[src/hw/rtl/i2cm_pkg.sv]
// Shared types and constants for the I2C master byte engine.
`default_nettype none

package i2cm_pkg;

   localparam logic [2:0] KIND_NONE      = 3'd0;
   localparam logic [2:0] KIND_START     = 3'd1;
   localparam logic [2:0] KIND_STOP      = 3'd2;
   localparam logic [2:0] KIND_WRITE     = 3'd3;
   localparam logic [2:0] KIND_READ_ACK  = 3'd4;
   localparam logic [2:0] KIND_READ_NACK = 3'd5;

   localparam int CSR_INDEX_W = 1;
   localparam logic [CSR_INDEX_W-1:0] CSR_PHASE_TICKS = 1'b0;
   localparam logic [CSR_INDEX_W-1:0] CSR_ACK_TIMEOUT = 1'b1;

   localparam logic [7:0] PHASE_TICKS_RESET = 8'd5;
   localparam logic [7:0] ACK_TIMEOUT_RESET = 8'd200;
   localparam logic [7:0] COUNT_MAX         = 8'd255;
   localparam logic [3:0] BITS_PER_BYTE     = 4'd8;

   localparam int CMD_QUEUE_DEPTH_DEF = 4;
   localparam int RSP_QUEUE_DEPTH_DEF = 2;

   typedef enum logic [2:0] {
      CMD_NONE,
      CMD_START,
      CMD_STOP,
      CMD_WRITE,
      CMD_READ_ACK,
      CMD_READ_NACK
   } cmd_code_type;

   typedef struct packed {
      cmd_code_type cmd;
      logic [7:0]   data_byte;
      logic         sda_in;
   } cmd_entry_type;

   typedef struct packed {
      logic       scl_out;
      logic       sda_release;
      logic       busy_res;
      logic       done_res;
      logic [7:0] read_data;
      logic       ack_ok;
      logic       timed_out;
   } rsp_entry_type;

endpackage

`default_nettype wire

[src/hw/rtl/i2c_master_byte_engine_unit.sv]
// Top level of the I2C master byte engine: front end, sequencer and queues.
// A tick beat is registered in the command queue, and its result in the result queue, before it shows.
// Throughput: one tick beat per cycle while the result queue has room, one phase sequencer step each.
// The command queue absorbs short result-side stalls; full rises when it fills.
// Reset is synchronous: queues empty, sequencer idle, both lines released,
// phase_ticks 5 and ack_timeout 200.
`default_nettype none

module i2c_master_byte_engine_unit #(
   parameter int CMD_QUEUE_DEPTH = i2cm_pkg::CMD_QUEUE_DEPTH_DEF,
   parameter int RSP_QUEUE_DEPTH = i2cm_pkg::RSP_QUEUE_DEPTH_DEF
) (
   input  wire logic                               clock,
   input  wire logic                               reset,
   input  wire logic                               push,
   output logic                                    full,
   input  wire logic [2:0]                         req_kind,
   input  wire logic [7:0]                         req_data_byte,
   input  wire logic                               req_sda_in,
   output logic                                    empty,
   input  wire logic                               pop,
   output logic                                    rsp_scl_out,
   output logic                                    rsp_sda_release,
   output logic                                    rsp_busy_res,
   output logic                                    rsp_done_res,
   output logic [7:0]                              rsp_read_data,
   output logic                                    rsp_ack_ok,
   output logic                                    rsp_timed_out,
   input  wire logic                               csr_valid,
   output logic                                    csr_ready,
   input  wire logic [i2cm_pkg::CSR_INDEX_W-1:0]   csr_index,
   input  wire logic [7:0]                         csr_wdata
);

   import i2cm_pkg::*;

   logic          cmd_valid;
   logic          cmd_pop;
   cmd_entry_type cmd_entry;
   rsp_entry_type rsp_entry;

   i2cm_front #(
      .DEPTH(CMD_QUEUE_DEPTH)
   ) u_front (
      .clock        (clock),
      .reset        (reset),
      .req_push     (push),
      .req_full     (full),
      .req_kind     (req_kind),
      .req_data_byte(req_data_byte),
      .req_sda_in   (req_sda_in),
      .cmd_pop      (cmd_pop),
      .cmd_valid    (cmd_valid),
      .cmd_entry    (cmd_entry)
   );

   i2cm_back #(
      .DEPTH(RSP_QUEUE_DEPTH)
   ) u_back (
      .clock    (clock),
      .reset    (reset),
      .cmd_valid(cmd_valid),
      .cmd_entry(cmd_entry),
      .cmd_pop  (cmd_pop),
      .csr_valid(csr_valid),
      .csr_ready(csr_ready),
      .csr_index(csr_index),
      .csr_wdata(csr_wdata),
      .rsp_pop  (pop),
      .rsp_empty(empty),
      .rsp_entry(rsp_entry)
   );

   assign rsp_scl_out     = rsp_entry.scl_out;
   assign rsp_sda_release = rsp_entry.sda_release;
   assign rsp_busy_res    = rsp_entry.busy_res;
   assign rsp_done_res    = rsp_entry.done_res;
   assign rsp_read_data   = rsp_entry.read_data;
   assign rsp_ack_ok      = rsp_entry.ack_ok;
   assign rsp_timed_out   = rsp_entry.timed_out;

   // A finished command always leaves the sequencer idle.
   a_done_not_busy: assert property (@(posedge clock) disable iff (reset)
      !empty |-> !(rsp_done_res && rsp_busy_res))
      else $error("done and busy shown together");

   // A forced stop after a missing acknowledge never reports an acknowledge.
   a_timeout_no_ack: assert property (@(posedge clock) disable iff (reset)
      !empty |-> !(rsp_timed_out && rsp_ack_ok))
      else $error("timeout and ack shown together");

   // Both queues come out of reset empty.
   a_reset_empty: assert property (@(posedge clock)
      ($past(reset) && !reset) |-> (empty && !full))
      else $error("queues not empty after reset");

endmodule

`default_nettype wire

[src/hw/rtl/i2cm_fifo.sv]
// Small first-in first-out queue built as a shift line of registers.
`default_nettype none

module i2cm_fifo #(
   parameter int WIDTH = 8,
   parameter int DEPTH = 2
) (
   input  wire logic             clock,
   input  wire logic             reset,
   input  wire logic             push,
   input  wire logic [WIDTH-1:0] wr_data,
   input  wire logic             pop,
   output logic [WIDTH-1:0]      rd_data,
   output logic                  full,
   output logic                  empty
);

   localparam int CNT_W = $clog2(DEPTH + 1);
   localparam int IDX_W = (DEPTH > 1) ? $clog2(DEPTH) : 1;

   logic [WIDTH-1:0] entry_ff [DEPTH];
   logic [WIDTH-1:0] entry_in [DEPTH];
   logic [CNT_W-1:0] count_ff;
   logic [CNT_W-1:0] count_in;
   logic [CNT_W-1:0] wr_pos;
   logic             do_push;
   logic             do_pop;

   assign full    = (count_ff == CNT_W'(DEPTH));
   assign empty   = (count_ff == '0);
   assign do_push = push && !full;
   assign do_pop  = pop && !empty;
   assign rd_data = entry_ff[0];
   assign wr_pos  = do_pop ? (count_ff - CNT_W'(1)) : count_ff;

   always_comb begin
      count_in = count_ff;
      if (do_push && !do_pop) begin
         count_in = count_ff + CNT_W'(1);
      end else if (do_pop && !do_push) begin
         count_in = count_ff - CNT_W'(1);
      end
   end

   always_comb begin
      for (int i = 0; i < DEPTH; i++) begin
         entry_in[i] = entry_ff[i];
      end
      if (do_pop) begin
         for (int i = 0; i < DEPTH - 1; i++) begin
            entry_in[i] = entry_ff[i+1];
         end
      end
      if (do_push) begin
         entry_in[wr_pos[IDX_W-1:0]] = wr_data;
      end
   end

   always_ff @(posedge clock) begin
      if (reset) begin
         count_ff <= '0;
      end else begin
         count_ff <= count_in;
      end
   end

   always_ff @(posedge clock) begin
      entry_ff <= entry_in;
   end

endmodule

`default_nettype wire

[src/hw/rtl/i2cm_front.sv]
// Front end: accepts input beats, decodes the command kind and queues them.
`default_nettype none

module i2cm_front #(
   parameter int DEPTH = i2cm_pkg::CMD_QUEUE_DEPTH_DEF
) (
   input  wire logic                  clock,
   input  wire logic                  reset,
   input  wire logic                  req_push,
   output logic                       req_full,
   input  wire logic [2:0]            req_kind,
   input  wire logic [7:0]            req_data_byte,
   input  wire logic                  req_sda_in,
   input  wire logic                  cmd_pop,
   output logic                       cmd_valid,
   output i2cm_pkg::cmd_entry_type    cmd_entry
);

   import i2cm_pkg::*;

   cmd_entry_type              new_entry;
   cmd_code_type               code;
   logic [$bits(cmd_entry_type)-1:0] head_bits;
   logic                       cmd_empty;

   always_comb begin
      unique case (req_kind)
         KIND_START:     code = CMD_START;
         KIND_STOP:      code = CMD_STOP;
         KIND_WRITE:     code = CMD_WRITE;
         KIND_READ_ACK:  code = CMD_READ_ACK;
         KIND_READ_NACK: code = CMD_READ_NACK;
         default:        code = CMD_NONE;
      endcase
   end

   assign new_entry.cmd       = code;
   assign new_entry.data_byte = req_data_byte;
   assign new_entry.sda_in    = req_sda_in;

   i2cm_fifo #(
      .WIDTH($bits(cmd_entry_type)),
      .DEPTH(DEPTH)
   ) u_cmd_q (
      .clock  (clock),
      .reset  (reset),
      .push   (req_push),
      .wr_data(new_entry),
      .pop    (cmd_pop),
      .rd_data(head_bits),
      .full   (req_full),
      .empty  (cmd_empty)
   );

   assign cmd_entry = head_bits;
   assign cmd_valid = !cmd_empty;

endmodule

`default_nettype wire

[src/hw/rtl/i2cm_back.sv]
// Back end: bus phase sequencer, configuration registers and result queue.
`default_nettype none

module i2cm_back #(
   parameter int DEPTH = i2cm_pkg::RSP_QUEUE_DEPTH_DEF
) (
   input  wire logic                               clock,
   input  wire logic                               reset,
   input  wire logic                               cmd_valid,
   input  wire i2cm_pkg::cmd_entry_type            cmd_entry,
   output logic                                    cmd_pop,
   input  wire logic                               csr_valid,
   output logic                                    csr_ready,
   input  wire logic [i2cm_pkg::CSR_INDEX_W-1:0]   csr_index,
   input  wire logic [7:0]                         csr_wdata,
   input  wire logic                               rsp_pop,
   output logic                                    rsp_empty,
   output i2cm_pkg::rsp_entry_type                 rsp_entry
);

   import i2cm_pkg::*;

   typedef enum logic [3:0] {
      ST_IDLE, ST_S1, ST_S2, ST_S3, ST_S4, ST_P1, ST_P2, ST_WL,
      ST_WH, ST_AL, ST_AW, ST_RL, ST_RH, ST_KL, ST_KH
   } state_type;

   state_type  state_ff,     state_in;
   logic [3:0] bit_count_ff, bit_count_in;
   logic [7:0] shift_ff,     shift_in;
   logic [7:0] tick_ff,      tick_in;
   logic [7:0] wait_ff,      wait_in;
   logic       scl_ff,       scl_in;
   logic       sda_ff,       sda_in;
   logic [7:0] rdata_ff,     rdata_in;
   logic       ack_ok_ff,    ack_ok_in;
   logic       timed_out_ff, timed_out_in;
   logic [7:0] phase_ticks_ff;
   logic [7:0] ack_timeout_ff;

   logic       done_in;
   logic [7:0] tick_inc;
   logic [7:0] wait_inc;
   logic       phase_done;
   logic [3:0] bit_next;
   logic [7:0] rx_shift;
   logic       rsp_full;
   logic       step;
   rsp_entry_type result;
   logic [$bits(rsp_entry_type)-1:0] head_bits;

   assign step      = cmd_valid && !rsp_full;
   assign cmd_pop   = step;
   assign csr_ready = 1'b1;

   assign tick_inc   = (tick_ff != COUNT_MAX) ? tick_ff + 8'd1 : tick_ff;
   assign wait_inc   = (wait_ff != COUNT_MAX) ? wait_ff + 8'd1 : wait_ff;
   assign phase_done = (tick_inc >= phase_ticks_ff);
   assign bit_next   = bit_count_ff + 4'd1;
   assign rx_shift   = {shift_ff[6:0], cmd_entry.sda_in};

   always_comb begin
      state_in     = state_ff;
      bit_count_in = bit_count_ff;
      shift_in     = shift_ff;
      tick_in      = tick_ff;
      wait_in      = wait_ff;
      scl_in       = scl_ff;
      sda_in       = sda_ff;
      rdata_in     = rdata_ff;
      ack_ok_in    = ack_ok_ff;
      timed_out_in = timed_out_ff;
      done_in      = 1'b0;

      unique case (state_ff) inside
         ST_IDLE: begin
            unique case (cmd_entry.cmd) inside
               CMD_START: begin
                  state_in = ST_S1;
                  tick_in  = '0;
                  sda_in   = 1'b1;
               end
               CMD_STOP: begin
                  state_in = ST_P1;
                  tick_in  = '0;
                  scl_in   = 1'b0;
                  sda_in   = 1'b0;
               end
               CMD_WRITE: begin
                  ack_ok_in    = 1'b0;
                  timed_out_in = 1'b0;
                  shift_in     = cmd_entry.data_byte;
                  bit_count_in = '0;
                  state_in     = ST_WL;
                  tick_in      = '0;
                  scl_in       = 1'b0;
                  sda_in       = cmd_entry.data_byte[7];
               end
               CMD_READ_ACK, CMD_READ_NACK: begin
                  shift_in     = '0;
                  bit_count_in = '0;
                  wait_in      = (cmd_entry.cmd == CMD_READ_NACK) ? 8'd1 : 8'd0;
                  state_in     = ST_RL;
                  tick_in      = '0;
                  scl_in       = 1'b0;
                  sda_in       = 1'b1;
               end
               default: begin
                  state_in = ST_IDLE;
               end
            endcase
         end
         ST_S1, ST_S2, ST_S3, ST_S4, ST_P1, ST_P2, ST_WL, ST_WH, ST_AL,
         ST_RL, ST_RH, ST_KL, ST_KH: begin
            tick_in = tick_inc;
            if (phase_done) begin
               tick_in = '0;
               unique case (state_ff)
                  ST_S1: begin
                     state_in = ST_S2;
                     scl_in   = 1'b1;
                     sda_in   = 1'b1;
                  end
                  ST_S2: begin
                     state_in = ST_S3;
                     scl_in   = 1'b1;
                     sda_in   = 1'b0;
                  end
                  ST_S3: begin
                     state_in = ST_S4;
                     scl_in   = 1'b0;
                     sda_in   = 1'b0;
                  end
                  ST_S4: begin
                     state_in = ST_IDLE;
                     done_in  = 1'b1;
                  end
                  ST_P1: begin
                     state_in = ST_P2;
                     scl_in   = 1'b1;
                     sda_in   = 1'b0;
                  end
                  ST_P2: begin
                     state_in = ST_IDLE;
                     scl_in   = 1'b1;
                     sda_in   = 1'b1;
                     done_in  = 1'b1;
                  end
                  ST_WL: begin
                     state_in = ST_WH;
                     scl_in   = 1'b1;
                  end
                  ST_WH: begin
                     shift_in     = {shift_ff[6:0], 1'b0};
                     bit_count_in = bit_next;
                     scl_in       = 1'b0;
                     if (bit_next >= BITS_PER_BYTE) begin
                        state_in = ST_AL;
                        sda_in   = 1'b1;
                     end else begin
                        state_in = ST_WL;
                        sda_in   = shift_ff[6];
                     end
                  end
                  ST_AL: begin
                     state_in = ST_AW;
                     scl_in   = 1'b1;
                     sda_in   = 1'b1;
                     wait_in  = '0;
                  end
                  ST_RL: begin
                     state_in = ST_RH;
                     scl_in   = 1'b1;
                     sda_in   = 1'b1;
                  end
                  ST_RH: begin
                     shift_in     = rx_shift;
                     bit_count_in = bit_next;
                     scl_in       = 1'b0;
                     if (bit_next >= BITS_PER_BYTE) begin
                        rdata_in = rx_shift;
                        state_in = ST_KL;
                        sda_in   = (wait_ff != '0);
                     end else begin
                        state_in = ST_RL;
                        sda_in   = 1'b1;
                     end
                  end
                  ST_KL: begin
                     state_in = ST_KH;
                     scl_in   = 1'b1;
                  end
                  ST_KH: begin
                     state_in = ST_IDLE;
                     scl_in   = 1'b0;
                     done_in  = 1'b1;
                  end
                  default: begin
                     state_in = ST_IDLE;
                  end
               endcase
            end
         end
         ST_AW: begin
            if (!cmd_entry.sda_in) begin
               ack_ok_in = 1'b1;
               state_in  = ST_IDLE;
               tick_in   = '0;
               scl_in    = 1'b0;
               sda_in    = 1'b1;
               done_in   = 1'b1;
            end else begin
               wait_in = wait_inc;
               if (wait_inc >= ack_timeout_ff) begin
                  timed_out_in = 1'b1;
                  state_in     = ST_P1;
                  tick_in      = '0;
                  scl_in       = 1'b0;
                  sda_in       = 1'b0;
               end
            end
         end
         default: begin
            state_in = ST_IDLE;
            tick_in  = '0;
         end
      endcase
   end

   always_ff @(posedge clock) begin
      if (reset) begin
         state_ff       <= ST_IDLE;
         bit_count_ff   <= '0;
         shift_ff       <= '0;
         tick_ff        <= '0;
         wait_ff        <= '0;
         scl_ff         <= 1'b1;
         sda_ff         <= 1'b1;
         rdata_ff       <= '0;
         ack_ok_ff      <= 1'b0;
         timed_out_ff   <= 1'b0;
         phase_ticks_ff <= PHASE_TICKS_RESET;
         ack_timeout_ff <= ACK_TIMEOUT_RESET;
      end else begin
         if (step) begin
            state_ff     <= state_in;
            bit_count_ff <= bit_count_in;
            shift_ff     <= shift_in;
            tick_ff      <= tick_in;
            wait_ff      <= wait_in;
            scl_ff       <= scl_in;
            sda_ff       <= sda_in;
            rdata_ff     <= rdata_in;
            ack_ok_ff    <= ack_ok_in;
            timed_out_ff <= timed_out_in;
         end
         if (csr_valid && csr_ready) begin
            unique case (csr_index)
               CSR_PHASE_TICKS: phase_ticks_ff <= csr_wdata;
               CSR_ACK_TIMEOUT: ack_timeout_ff <= csr_wdata;
               default:         phase_ticks_ff <= phase_ticks_ff;
            endcase
         end
      end
   end

   assign result.scl_out     = scl_in;
   assign result.sda_release = sda_in;
   assign result.busy_res    = (state_in != ST_IDLE);
   assign result.done_res    = done_in;
   assign result.read_data   = rdata_in;
   assign result.ack_ok      = ack_ok_in;
   assign result.timed_out   = timed_out_in;

   i2cm_fifo #(
      .WIDTH($bits(rsp_entry_type)),
      .DEPTH(DEPTH)
   ) u_rsp_q (
      .clock  (clock),
      .reset  (reset),
      .push   (step),
      .wr_data(result),
      .pop    (rsp_pop),
      .rd_data(head_bits),
      .full   (rsp_full),
      .empty  (rsp_empty)
   );

   assign rsp_entry = head_bits;

endmodule

`default_nettype wire

[config.mk]
export PLATFORM = sky130hd
export DESIGN_NAME = i2c_master_byte_engine_unit
export DESIGN_NICKNAME = d
export VERILOG_FILES = /design/src/hw/rtl/i2cm_pkg.sv /design/src/hw/rtl/i2c_master_byte_engine_unit.sv /design/src/hw/rtl/i2cm_fifo.sv /design/src/hw/rtl/i2cm_front.sv /design/src/hw/rtl/i2cm_back.sv
export SDC_FILE = /design/constraint.sdc
export NUM_CORES = 1
export LEC_CHECK = 0
export ABC_CLOCK_PERIOD_IN_PS = 3250
export BUFFER_PORTS_ARGS = -buffer_cell sky130_fd_sc_hd__buf_2
export CAP_MARGIN = 20
export CORE_MARGIN = 8
export CORE_UTILIZATION = 30
export DETAILED_ROUTE_END_ITERATION = 7
export PLACE_DENSITY_LB_ADDON = 0.1
export SETUP_SLACK_MARGIN = 0.1
export SYNTH_ARGS = -nofsm -noshare
export SYNTH_HDL_FRONTEND = slang
export SYNTH_HIERARCHICAL = 1
export SYNTH_SLANG_ARGS = --single-unit
export TNS_END_PERCENT = 10
[constraint.sdc]
create_clock -name clock -period 3.25 [get_ports clock]
set_input_delay 0.1625 -clock clock [delete_from_list [all_inputs] [get_ports clock]]
set_output_delay 0.1625 -clock clock [all_outputs]
set_load 0.01 [all_outputs]
======== Word-level counts from Yosys, hierarchy flattened ========
Cells that the tools add are included.
cells by class
  add/subtract/negate cells ............... 7
  $mul .................................... 0
  divide/modulo/power cells ............... 0
  $lt $le $gt $ge ......................... 7
  equality and inequality tests ........... 38
  shift operators ......................... 0
  mux-type cells .......................... 75
  bitwise logic cells ..................... 3
  reduce and logical (&&, ||, !) cells .... 46
operators by type and width
  operator               number
  $mux W8                14
  $bwmux W48             1
  $mux W48               1
  $pmux W8 S3            2
  $pmux W7 S2            3
  $pmux W4 S10           1
  $mux W36               1
  $bwmux W28             1
  $eq A4 B4 Y1 const B   7
  $mux W14               2
  $mux W28               1
  $mux W4                7
  $demux W12 S2          1
  $mux W1                19
  $add A8 B1 Y8 const B  2
  $eq A4 B3 Y1 const B   4
  $ge A8 B8 Y1           2
  $ne A8 B8 Y1 const B   2
  $pmux W4 S4            1
  $eq A3 B3 Y1 const B   5
  $pmux W3 S5            1
  $demux W14 S1          1
  $reduce_or A13 Y1      1
  $eq A3 B2 Y1 const B   4
  other kinds (48)       92
word-level totals
  register bits after elaboration ......... 140
  bits in latches ......................... 0
  bits in writable memories ............... 0
  bits in read-only memories .............. 0
  bits of input ports ..................... 26
  output and inout port bits .............. 17
  word-level logic and storage cells ...... 196
  memories ................................ 0

======== Logic depth before layout (Yosys ltp) ========
Gate-level depths: netlist of run 1.
  depth in word-level cells ............... 12
  gate-level depth with buffers ........... 16
  gate-level depth less buffers ........... 14

======== Hierarchy ========
Netlist of run 1, hierarchy kept.
by module, submodules not included
  module                        times used  cells each  area an instance (um^2)  sequential area each (um^2)
  i2cm_back                     1           506         3970.1                   1181.1
  i2cm_fifo at u_front.u_cmd_q  1           176         2386.0                   1141.1
  i2cm_fifo at u_back.u_rsp_q   1           93          1402.6                   740.7
  i2cm_front                    1           4           26.3                     0.0

======== Worst setup path after synthesis of run 1 ========
No wires, ideal clock.
  path kind ............................... reg2reg
  start ................................... register u_back.wait_ff[0]
  end ..................................... register u_back.u_rsp_q.entry_ff (netlist bit u_back/u_rsp_q/rd_data[11])
  library setup time ...................... 0.121 ns
  data arrival time ....................... 3.237 ns
  required time ........................... 3.129 ns
  setup slack ............................. -0.108 ns
  cell stages (with the launch flop) ...... 14
  path through ............................ dfxtp_1 ha_1 and3_1 and3_1 nand3_1 xnor2_1 ha_1 nand2b_1 a2111oi_0 o31a_1 nor3_1 a211oi_1 nand4_1 mux2_4
RTL lines
  element                   RTL line          source
  start: declaration        i2cm_back.sv:32   logic [7:0] wait_ff, wait_in;
  start signal: assignment  i2cm_back.sv:250  wait_ff <= wait_in;
  end signal: assignment    i2cm_fifo.sv:68   entry_ff <= entry_in;
  end: declaration          i2cm_fifo.sv:21   logic [WIDTH-1:0] entry_ff [DEPTH];

==> reports/qor.csv, run 1 <==
stage,metric,value,unit
timing,hold_viol,0,
clocking,clk_pin_slew,0.06,ns
critical_path,crit_path_end_kind,flop,
route,routed_wl,19.21,mm
critical_path,required,3.56,ns
outcome,status,finished clean,
timing,drv_slew,0,
synth,syn_area,7785,um^2
synth,synth_nets,832,
floorplan,initial_utilization,0.3022,
grt,grt_overflow,0,
floorplan,core,25760,um^2
clocking,clockRootBuffer,clkbuf_16,
route,drc_errors,0,
finish,layout.nets,893,
grt,grt_max_degree,35,
power_and_ir_drop,power_density,959.2,nW/um^2
timing,rsz0062_at_grt,yes,
route,avgRoutedWirePerCell,16.17,um
floorplan,dieArea,31360,um^2
finish,design_area,9529,um^2
clocking,numCtsBuffers,17,
synth,avgSynthCellArea,9.994,um^2
route,vias,5851,
floorplan,io_pins,43,
clocking,cts.path.max_buffers,2,
floorplan,rows,59,
finish,drive_gt1_frac,0.3646,
grt,antenna_found_initial,0,
floorplan,die_y,177.1,um
synth,ys_async_sr_fraction,0,
finish,antenna-diode-count,0,
route,drt_iter0_markers,340,
clocking,htreeDepth,4,
grt,grt_pass1_wl,30.90,mm
finish,fin_util,0.3699,
clocking,cts_tree,yes,
timing,finalClockSkew,0.01023,ns
finish,areaGrowthSynthToFinish,22.40,%
critical_path,worstPathMaxFanout,7,
critical_path,arrival,3.50,ns
clocking,cts.sinks,140,
floorplan,die_x,177.1,um
min_path,hold_path.class,input pin to flop,
timing,relSlewSlack,0.5654,
timing,max_freq,313.2,MHz
route,drtAntennaViolNets,0,
timing,setup_viol,0,
synth,synth_warnings,6,
clocking,clk_latency,0.42,ns
critical_path,startpoint_type,flop,
timing,post-route-period-util,0.9823,
place,place_area,8364,um^2
route,first_pass_iters,4,
power_and_ir_drop,p_leak,3.757,nW
place,dp_slack,-0.07158,ns
critical_path,critical_path_class,flop to flop,
synth,ys_seq_area_frac,0.3934,
route,vias_per_cell,4.925,
timing,finalWorstSetupSlack,0.05738,ns
timing,min_period,3.193,ns
power_and_ir_drop,vdd_ir_drop_max,0.4250,mV
synth,post_synth_num_cell_types,81,
grt,groute.usage.overall,0.1248,
timing,worstMarginPinSlew,0.6510,ns
place,numPortBuffers,41,
place,finalWeightedCongestion,0.7785,
flow_run,cap_viol_max_count,0,
synth,synth-main-ff-cell,dfxtp_1,
synth,ys_ff_latch,140,
place,place_hpwl,13.72,mm
grt,grt_pass1_vias,5876,
synth,synth_edf_count,26,
synth,netlist_instances,779,
per-stage QoR:
stage          hold slack, ns  total power [mW]  TNS, ns  std cells
2_1_floorplan          0.2316             6.282        0        779
3_3_place_gp           0.3839             6.886  -0.1275       1131
3_5_place_dp           0.3881             6.974  -0.2736       1131
4_1_cts              0.009150             9.125        0       1179
5_1_grt               0.01818             9.783  -0.1391       1188
6_report              0.03145             9.141        0       1188
cells in the mapped netlist, types with 17 or more instances:
cell type / number / area (um^2)
buf_4: 29 / 217.7
mux2_2: 75 / 844.6
dfxtp_1: 114 / 2282
o21ai_0: 17 / 85.08
nand2_1: 75 / 281.5
edfxtp_1: 26 / 780.8
mux2_4: 21 / 315.3
nand3_1: 30 / 150.1
inv_1: 32 / 120.1
a21oi_1: 43 / 215.2
nor2_1: 46 / 172.7
ha_1: 27 / 337.8
final timing paths:
kind         cells after the start  slack, ns                startpoint                          to
min reg2reg                      2       0.46  u_back/ack_timeout_ff[2]    u_back/ack_timeout_ff[2]
max reg2reg                     13       0.06         u_back/wait_ff[0]  u_back/u_rsp_q/rd_data[11]
max                             13       0.06         u_back/wait_ff[0]  u_back/u_rsp_q/rd_data[11]
min                              3       0.03              csr_wdata[3]    u_back/phase_ticks_ff[3]
kinds of logic after synthesis:
family	after synthesis	share of synthesized area
buf+inv	101	0.07634
other cells	1	0.0004817
fa+ha+maj	27	0.04339
flops	140	0.3934
simple gates	225	0.1440
compound gates	145	0.1342
mux	125	0.1888
xor+xnor	15	0.01929
where the power goes:
group	switching, mW	leakage (nW)	internal [mW]	total, mW
combinational	2.15	2.28	2.20	4.36
clock	0.781	0.291	1.24	2.02
sequential	0.427	1.18	2.34	2.77
total	3.36	3.76	5.78	9.14
metal layers:
layer	track usage	share of wire	up-vias
met5	0	0	-
li1	-	-	2882
met1	0.1504	0.45	2839
met4	0.04063	0.016	0
met2	0.2139	0.50	102
met3	0.03094	0.033	28
repair_timing:
| action | CTS | global route |
|---|---|---|
| resized for setup | 8 | 65 |
| setup endpoints to repair | 23 | 55 |
| hold buffers | 16 | 0 |
| hold endpoints to repair | 35 | 0 |
| pin swaps | 5 | 35 |
| setup buffers | 0 | 9 |
area by class of cell:
type / count / area [um^2]
Tap cell: 335 / 419.2
Fill cell: 2591 / 16230
Multi-Input combinational cell: 538 / 4493
Timing Repair Buffer: 111 / 810.8
Inverter: 32 / 120.1
Sequential cell: 140 / 3077
Clock inverter: 12 / 162.7
Clock buffer: 20 / 446.7
worst max-delay path, stage by stage, from the launching register on:
cell	delay (ns)
dfxtp_4	0.37
ha_4	0.14
and3_4	0.18
and3_4	0.22
nand3_4	0.14
xnor2_2	0.18
ha_1	0.29
nand2b_4	0.15
a2111oi_4	0.30
o31a_1	0.27
nor3_4	0.08
a311oi_2	0.30
nand4_1	0.17
mux2_4	0.30
cell usage in the layout, fill, tap and decap left out, drive strengths merged, types with 5 or more instances in the layout:
| master | n |
|---|---|
| xnor2 | 7 |
| dlygate4sd3 | 16 |
| nor3 | 8 |
| mux2i | 13 |
| o21a | 7 |
| clkbuf | 20 |
| a311oi | 7 |
| o21ai | 21 |
| o32ai | 5 |
| inv | 34 |
| ha | 27 |
| dfxtp | 114 |
| edfxtp | 26 |
| nand2b | 16 |
| nand2 | 77 |
| mux2 | 112 |
| a21oi | 48 |
| a211oi | 5 |
| and3 | 5 |
| nor2b | 7 |
| nor2 | 48 |
| o211ai | 8 |
| nand4 | 8 |
| nand3 | 30 |
| clkinv | 5 |
| xor2 | 8 |
| buf | 95 |
No activity file was read; power rests on OpenSTA's default activity.
==> inputs of run 2 (changes only) <==
--- a/config.mk
+++ b/config.mk
@@ -5,7 +5,7 @@
 export SDC_FILE = /design/constraint.sdc
 export NUM_CORES = 1
 export LEC_CHECK = 0
-export ABC_CLOCK_PERIOD_IN_PS = 3250
+export ABC_CLOCK_PERIOD_IN_PS = 3100
 export BUFFER_PORTS_ARGS = -buffer_cell sky130_fd_sc_hd__buf_2
 export CAP_MARGIN = 20
 export CORE_MARGIN = 8
==> constraint.sdc (replaced) <==
create_clock -name clock -period 3.1 [get_ports clock]
set_input_delay 0.155 -clock clock [delete_from_list [all_inputs] [get_ports clock]]
set_output_delay 0.155 -clock clock [all_outputs]
set_load 0.01 [all_outputs]
==> reports/qor.csv, run 2 (synthesis results as in run 1) <==
stage,metric,value,unit
clocking,htreeDepth,4,
critical_path,arrival,3.44,ns
route,drtAntennaViolNets,0,
timing,finalWorstSetupSlack,-0.03419,ns
route,first_pass_iters,4,
flow_run,cap_viol_max_count,0,
grt,groute.usage.overall,0.1290,
grt,antenna_found_initial,0,
floorplan,io_pins,43,
clocking,clockRootBuffer,clkbuf_16,
grt,busiest_layer,met2,
timing,max_freq,319.1,MHz
grt,grt_util_met3,0.02880,
place,finalWeightedCongestion,0.7966,
finish,seqCellArea,3078,um^2
critical_path,crit_chain,"ha_4, and3_4, and3_4, nand3_4, xnor2_2, ha_1, nand2b_4, a2111oi_4, o31a_1, nor3_4, a311oi_2, nand4_1, mux2_4",
finish,layout.nets,917,
power_and_ir_drop,power_density,1013,nW/um^2
place,dpl.cell_count,1147,
grt,grt_pass1_wl,32.11,mm
timing,setup_viol,2,
finish,layout_common_cells,"106 x dfxtp_1, 76 x mux2_2, 72 x nand2_1",
critical_path,ff2ff_path_depth,13,
critical_path,path_buf_inv,0,
place,dp_slack,-0.1269,ns
critical_path,startpoint_type,flop,
timing,rsz0062_at_grt,yes,
critical_path,r2r-end,u_back/u_rsp_q/rd_data[11],
timing,relSlewSlack,0.5875,
timing,finalClockSkew,0.009912,ns
route,vias_per_cell,4.857,
grt,met2_usage,0.2233,
timing,worstMarginPinSlew,0.6160,ns
min_path,hold_path.class,input pin to flop,
critical_path,crit_path_end_kind,flop,
outcome,status,"finished, violations left",
grt,grt_pass1_vias,6187,
critical_path,slowest_delay,0.36,ns
floorplan,initial_utilization,0.3022,
critical_path,crit_family,simple AND/OR/NAND/NOR gates,
critical_path,cp_slowest_cell,dfxtp_2,
min_path,hold_path_depth,2,
floorplan,die_x,177.1,um
place,place_hpwl,13.79,mm
critical_path,reg2reg_slack,-0.03,ns
route,drt_iter0_markers,322,
min_path,min_from,req_kind[2],
route,drc_errors,0,
critical_path,required,3.41,ns
timing,min_period,3.134,ns
clocking,cts_tree,yes,
critical_path,worstPathMaxFanout,7,
clocking,clk_pin_slew,0.07,ns
place,numPortBuffers,41,
power_and_ir_drop,p_leak,3.917,nW
timing,whs,0.08170,ns
finish,nFillCells,2534,
grt,grt_max_degree,35,
finish,fin_cells,1212,
power_and_ir_drop,vdd_ir_drop_max,0.3900,mV
finish,drive_gt1_frac,0.3888,
finish,multiInputGateArea,4542,um^2
floorplan,die_y,177.1,um
finish,antenna-diode-count,0,
route,routed_wl,19.64,mm
clocking,clk_latency,0.42,ns
critical_path,critical_path_class,flop to flop,
critical_path,r2r_start,u_back/wait_ff[1],
critical_path,crit_top_cell,and3_4,
timing,hold_viol,0,
floorplan,dieArea,31360,um^2
grt,grtUsageMet1,0.1532,
clocking,numCtsBuffers,17,
clocking,cts.path.max_buffers,2,
finish,areaGrowthSynthToFinish,26.08,%
route,avgRoutedWirePerCell,16.21,um
timing,post-route-period-util,1.011,
route,vias,5887,
timing,setup_tns,-0.06532,ns
clocking,cts.sinks,140,
outcome,violations,setup timing,
floorplan,rows,59,
finish,final_common_cell,dfxtp_1,
grt,grt_overflow,0,
floorplan,core,25760,um^2
timing,drv_slew,0,
==> run 2: worst register-to-register path, delay by kind of cell, from the launching register on <==
family          cells  cell delay, ns
simple gates        6            0.92
mux                 1            0.29
xor+xnor            1            0.17
flops               1            0.36
compound gates      3            0.87
fa+ha+maj           2            0.41
==> run 2: cell type report <==
| class | count | area share |
|---|---|---|
| clock inverters | 13 | 0.02052 |
| inverters | 32 | 0.01224 |
| flip-flops and latches | 140 | 0.3136 |
| clock buffers | 19 | 0.04512 |
| well taps | 335 | 0.04270 |
| repair buffers | 135 | 0.1031 |
| multi-input cells | 538 | 0.4627 |
==> run 2: what timing repair did <==
| item | CTS | global route |
|---|---|---|
| gates cloned | 1 | 0 |
| hold endpoints to repair | 41 | 0 |
| pin swaps | 27 | 21 |
| hold buffers | 17 | 0 |
| setup endpoints to repair | 43 | 56 |
| gates resized for setup | 53 | 24 |
| buffers inserted | 10 | 7 |
==> run 2: per-layer routing <==
metal / vias to the layer above / wire length, um
met3: 15 / 465
met5: - / 0
met4: 0 / 248
met2: 68 / 9953
li1: 2937 / -
met1: 2867 / 8976
==> run 2: worst max path at each step <==
stage                                  from                    endpoint  slack (ns)  cells after the start
after floorplan           u_back/wait_ff[1]  u_back/u_rsp_q/rd_data[11]        0.01                     13
after global placement    u_back/wait_ff[1]  u_back/u_rsp_q/rd_data[11]       -0.09                     13
after detailed placement  u_back/wait_ff[1]  u_back/u_rsp_q/rd_data[11]       -0.13                     13
after CTS                 u_back/tick_ff[0]   u_back/u_rsp_q/rd_data[8]       -0.03                     12
after global routing      u_back/wait_ff[1]  u_back/u_rsp_q/rd_data[11]       -0.19                     13
final                     u_back/wait_ff[1]  u_back/u_rsp_q/rd_data[11]       -0.03                     13
==> run 2: power by group <==
part           internal (mW)  switching (mW)  total (mW)  leakage [nW]
combinational           2.47            2.35        4.82          2.42
clock                   1.39           0.871        2.26         0.315
sequential              2.46           0.408        2.86          1.18
==> run 2: stage by stage <==
stage | utilization | power, mW | area (um^2)
4_1_cts | 0.3750 | 9.941 | 9662
3_5_place_dp | 0.3307 | 7.380 | 8519
5_1_grt | 0.3810 | 10.65 | 9816
6_report | 0.3810 | 9.946 | 9816
3_3_place_gp | 0.3307 | 7.297 | 8519
2_1_floorplan | - | 6.599 | 7900
==> inputs of run 3 (changes only) <==
--- a/config.mk
+++ b/config.mk
@@ -5,7 +5,7 @@
 export SDC_FILE = /design/constraint.sdc
 export NUM_CORES = 1
 export LEC_CHECK = 0
-export ABC_CLOCK_PERIOD_IN_PS = 3100
+export ABC_CLOCK_PERIOD_IN_PS = 3000
 export BUFFER_PORTS_ARGS = -buffer_cell sky130_fd_sc_hd__buf_2
 export CAP_MARGIN = 20
 export CORE_MARGIN = 8
@@ -13,6 +13,7 @@
 export DETAILED_ROUTE_END_ITERATION = 7
 export PLACE_DENSITY_LB_ADDON = 0.1
 export SETUP_SLACK_MARGIN = 0.1
+export SKIP_LAST_GASP = 1
 export SYNTH_ARGS = -nofsm -noshare
 export SYNTH_HDL_FRONTEND = slang
 export SYNTH_HIERARCHICAL = 1
==> constraint.sdc (replaced) <==
create_clock -name clock -period 3 [get_ports clock]
set_input_delay 0.15 -clock clock [delete_from_list [all_inputs] [get_ports clock]]
set_output_delay 0.15 -clock clock [all_outputs]
set_load 0.01 [all_outputs]
==> reports/qor.csv, run 3 (synthesis results as in run 1) <==
stage,metric,value,unit
timing,setup_tns,-2.358,ns
grt,grt_overflow,0,
critical_path,critical_path_class,flop to flop,
timing,hold_viol,0,
timing,max_freq,312.7,MHz
timing,whs,0.08395,ns
route,drc_errors,0,
timing,min_period,3.197,ns
timing,relSlewSlack,0.4181,
clocking,cts_tree,yes,
clocking,clk_pin_slew,0.07,ns
critical_path,startpoint_type,flop,
power_and_ir_drop,total_power,10.23,mW
power_and_ir_drop,power_density,1032,nW/um^2
critical_path,r2r_start,u_back/wait_ff[1],
grt,grt_pass1_wl,31.22,mm
place,dp_slack,-0.2331,ns
clocking,cts.sinks,140,
timing,drv_slew,0,
timing,finalWorstSetupSlack,-0.1975,ns
critical_path,r2r-end,u_back/u_rsp_q/rd_data[11],
place,place_area,8728,um^2
route,drt_iter0_markers,299,
route,first_pass_iters,4,
place,numPortBuffers,41,
route,drtAntennaViolNets,0,
grt,groute.usage.overall,0.1232,
clocking,clk_latency,0.42,ns
floorplan,die_x,177.1,um
floorplan,dieArea,31360,um^2
critical_path,critPathCapture,u_back/u_rsp_q/rd_data[11],
floorplan,initial_utilization,0.3022,
timing,setup_viol,33,
floorplan,rows,59,
finish,areaGrowthSynthToFinish,27.37,%
critical_path,arrival,3.50,ns
timing,finalClockSkew,0.01036,ns
place,finalWeightedCongestion,0.8381,
finish,antenna-diode-count,0,
finish,multiInputGateArea,4542,um^2
finish,layout.nets,930,
min_path,hold_path.class,input pin to flop,
finish,nFillCells,2537,
finish,final_common_cell,dfxtp_1,
place,dpl.cell_count,1157,
timing,post-route-period-util,1.066,
timing,rsz0062_at_grt,yes,
min_path,hold_path_depth,2,
grt,grt_pass1_vias,5924,
outcome,status,"finished, violations left",
flow_run,cap_viol_max_count,0,
finish,fin_cells,1225,
power_and_ir_drop,vdd_ir_drop_max,0.4188,mV
finish,layout_common_cells,"107 x dfxtp_1, 79 x buf_4, 72 x mux2_2",
clocking,htreeDepth,4,
place,place_hpwl,13.67,mm
clocking,numCtsBuffers,17,
clocking,cts.path.max_buffers,2,
critical_path,worstPathMaxFanout,6,
finish,drive_gt1_frac,0.3910,
critical_path,ff2ff_path_depth,14,
floorplan,io_pins,43,
route,vias_per_cell,4.792,
route,vias,5870,
outcome,violations,setup timing,
critical_path,required,3.31,ns
power_and_ir_drop,p_leak,4.013,nW
finish,fin_util,0.3849,
route,routed_wl,18.94,mm
floorplan,die_y,177.1,um
grt,grt_max_degree,39,
finish,design_area,9916,um^2
timing,worstMarginPinSlew,0.8676,ns
critical_path,reg2reg_slack,-0.20,ns
route,avgRoutedWirePerCell,15.46,um
critical_path,worstSetupStartpoint,u_back/wait_ff[1],
grt,antenna_found_initial,0,
finish,seqCellArea,3079,um^2
floorplan,core,25760,um^2
clocking,clockRootBuffer,clkbuf_16,
critical_path,crit_path_end_kind,flop,
==> run 3: cell types whose count changed in the layout (fill, tap and decap cells not counted), moves of 4 or more <==
cell and delta:
buf_4 +13, a21oi_1 +5, a21oi_2 -5, buf_6 -4, mux2_2 -4, mux2_4 +4
==> run 3: how the worst min path moves through the flow <==
stage / to / startpoint
3_3_place_gp: flop / req_data_byte[7]
4_1_cts: flop / req_kind[2]
2_1_floorplan: u_front/u_cmd_q/count_ff[2] / reset
5_1_grt: flop / req_kind[2]
6_report: flop / req_kind[2]
3_5_place_dp: flop / req_data_byte[0]
==> run 3: metal layers <==
metal	wire length, um	share of wire	global-route usage
met4	197	0.010	0.04063
met3	526	0.028	0.02304
met5	0	0	0
met2	8915	0.47	0.1985
met1	9300	0.49	0.1629
==> run 3: area by class of cell <==
type | instances | share of cell area
clock buffers | 18 | 0.04543
repair buffers | 148 | 0.1150
multi-input cells | 538 | 0.4580
inverters | 32 | 0.01211
well taps | 335 | 0.04227
flip-flops and latches | 140 | 0.3105
clock inverters | 14 | 0.01666
==> run 3: worst max-delay path, stage by stage (launching register included) <==
cell and delay, ns:
dfxtp_4 0.35, ha_4 0.15, and3_4 0.17, and3_4 0.17, nand3_4 0.13, nand4_1 0.18, xnor2_2 0.18, ha_2 0.31
o21a_1 0.12, nor2_2 0.06, o31ai_4 0.29, o21ai_4 0.12, a221oi_2 0.37, nand4_1 0.18, mux2_4 0.30
==> run 3: report_power, final <==
| group | total (mW) | switching (mW) | leakage, nW | internal, mW |
|---|---|---|---|---|
| sequential | 2.96 | 0.425 | 1.18 | 2.54 |
| clock | 2.17 | 0.932 | 0.305 | 1.24 |
| combinational | 5.10 | 2.46 | 2.52 | 2.63 |
| total | 10.2 | 3.82 | 4.01 | 6.41 |
==> run 3: what timing repair did <==
item	CTS	global route
pin swaps	20	16
hold endpoints to repair	51	0
buffers inserted	11	8
endpoints found under the setup margin	47	91
hold buffers	17	0
resized for setup	28	19
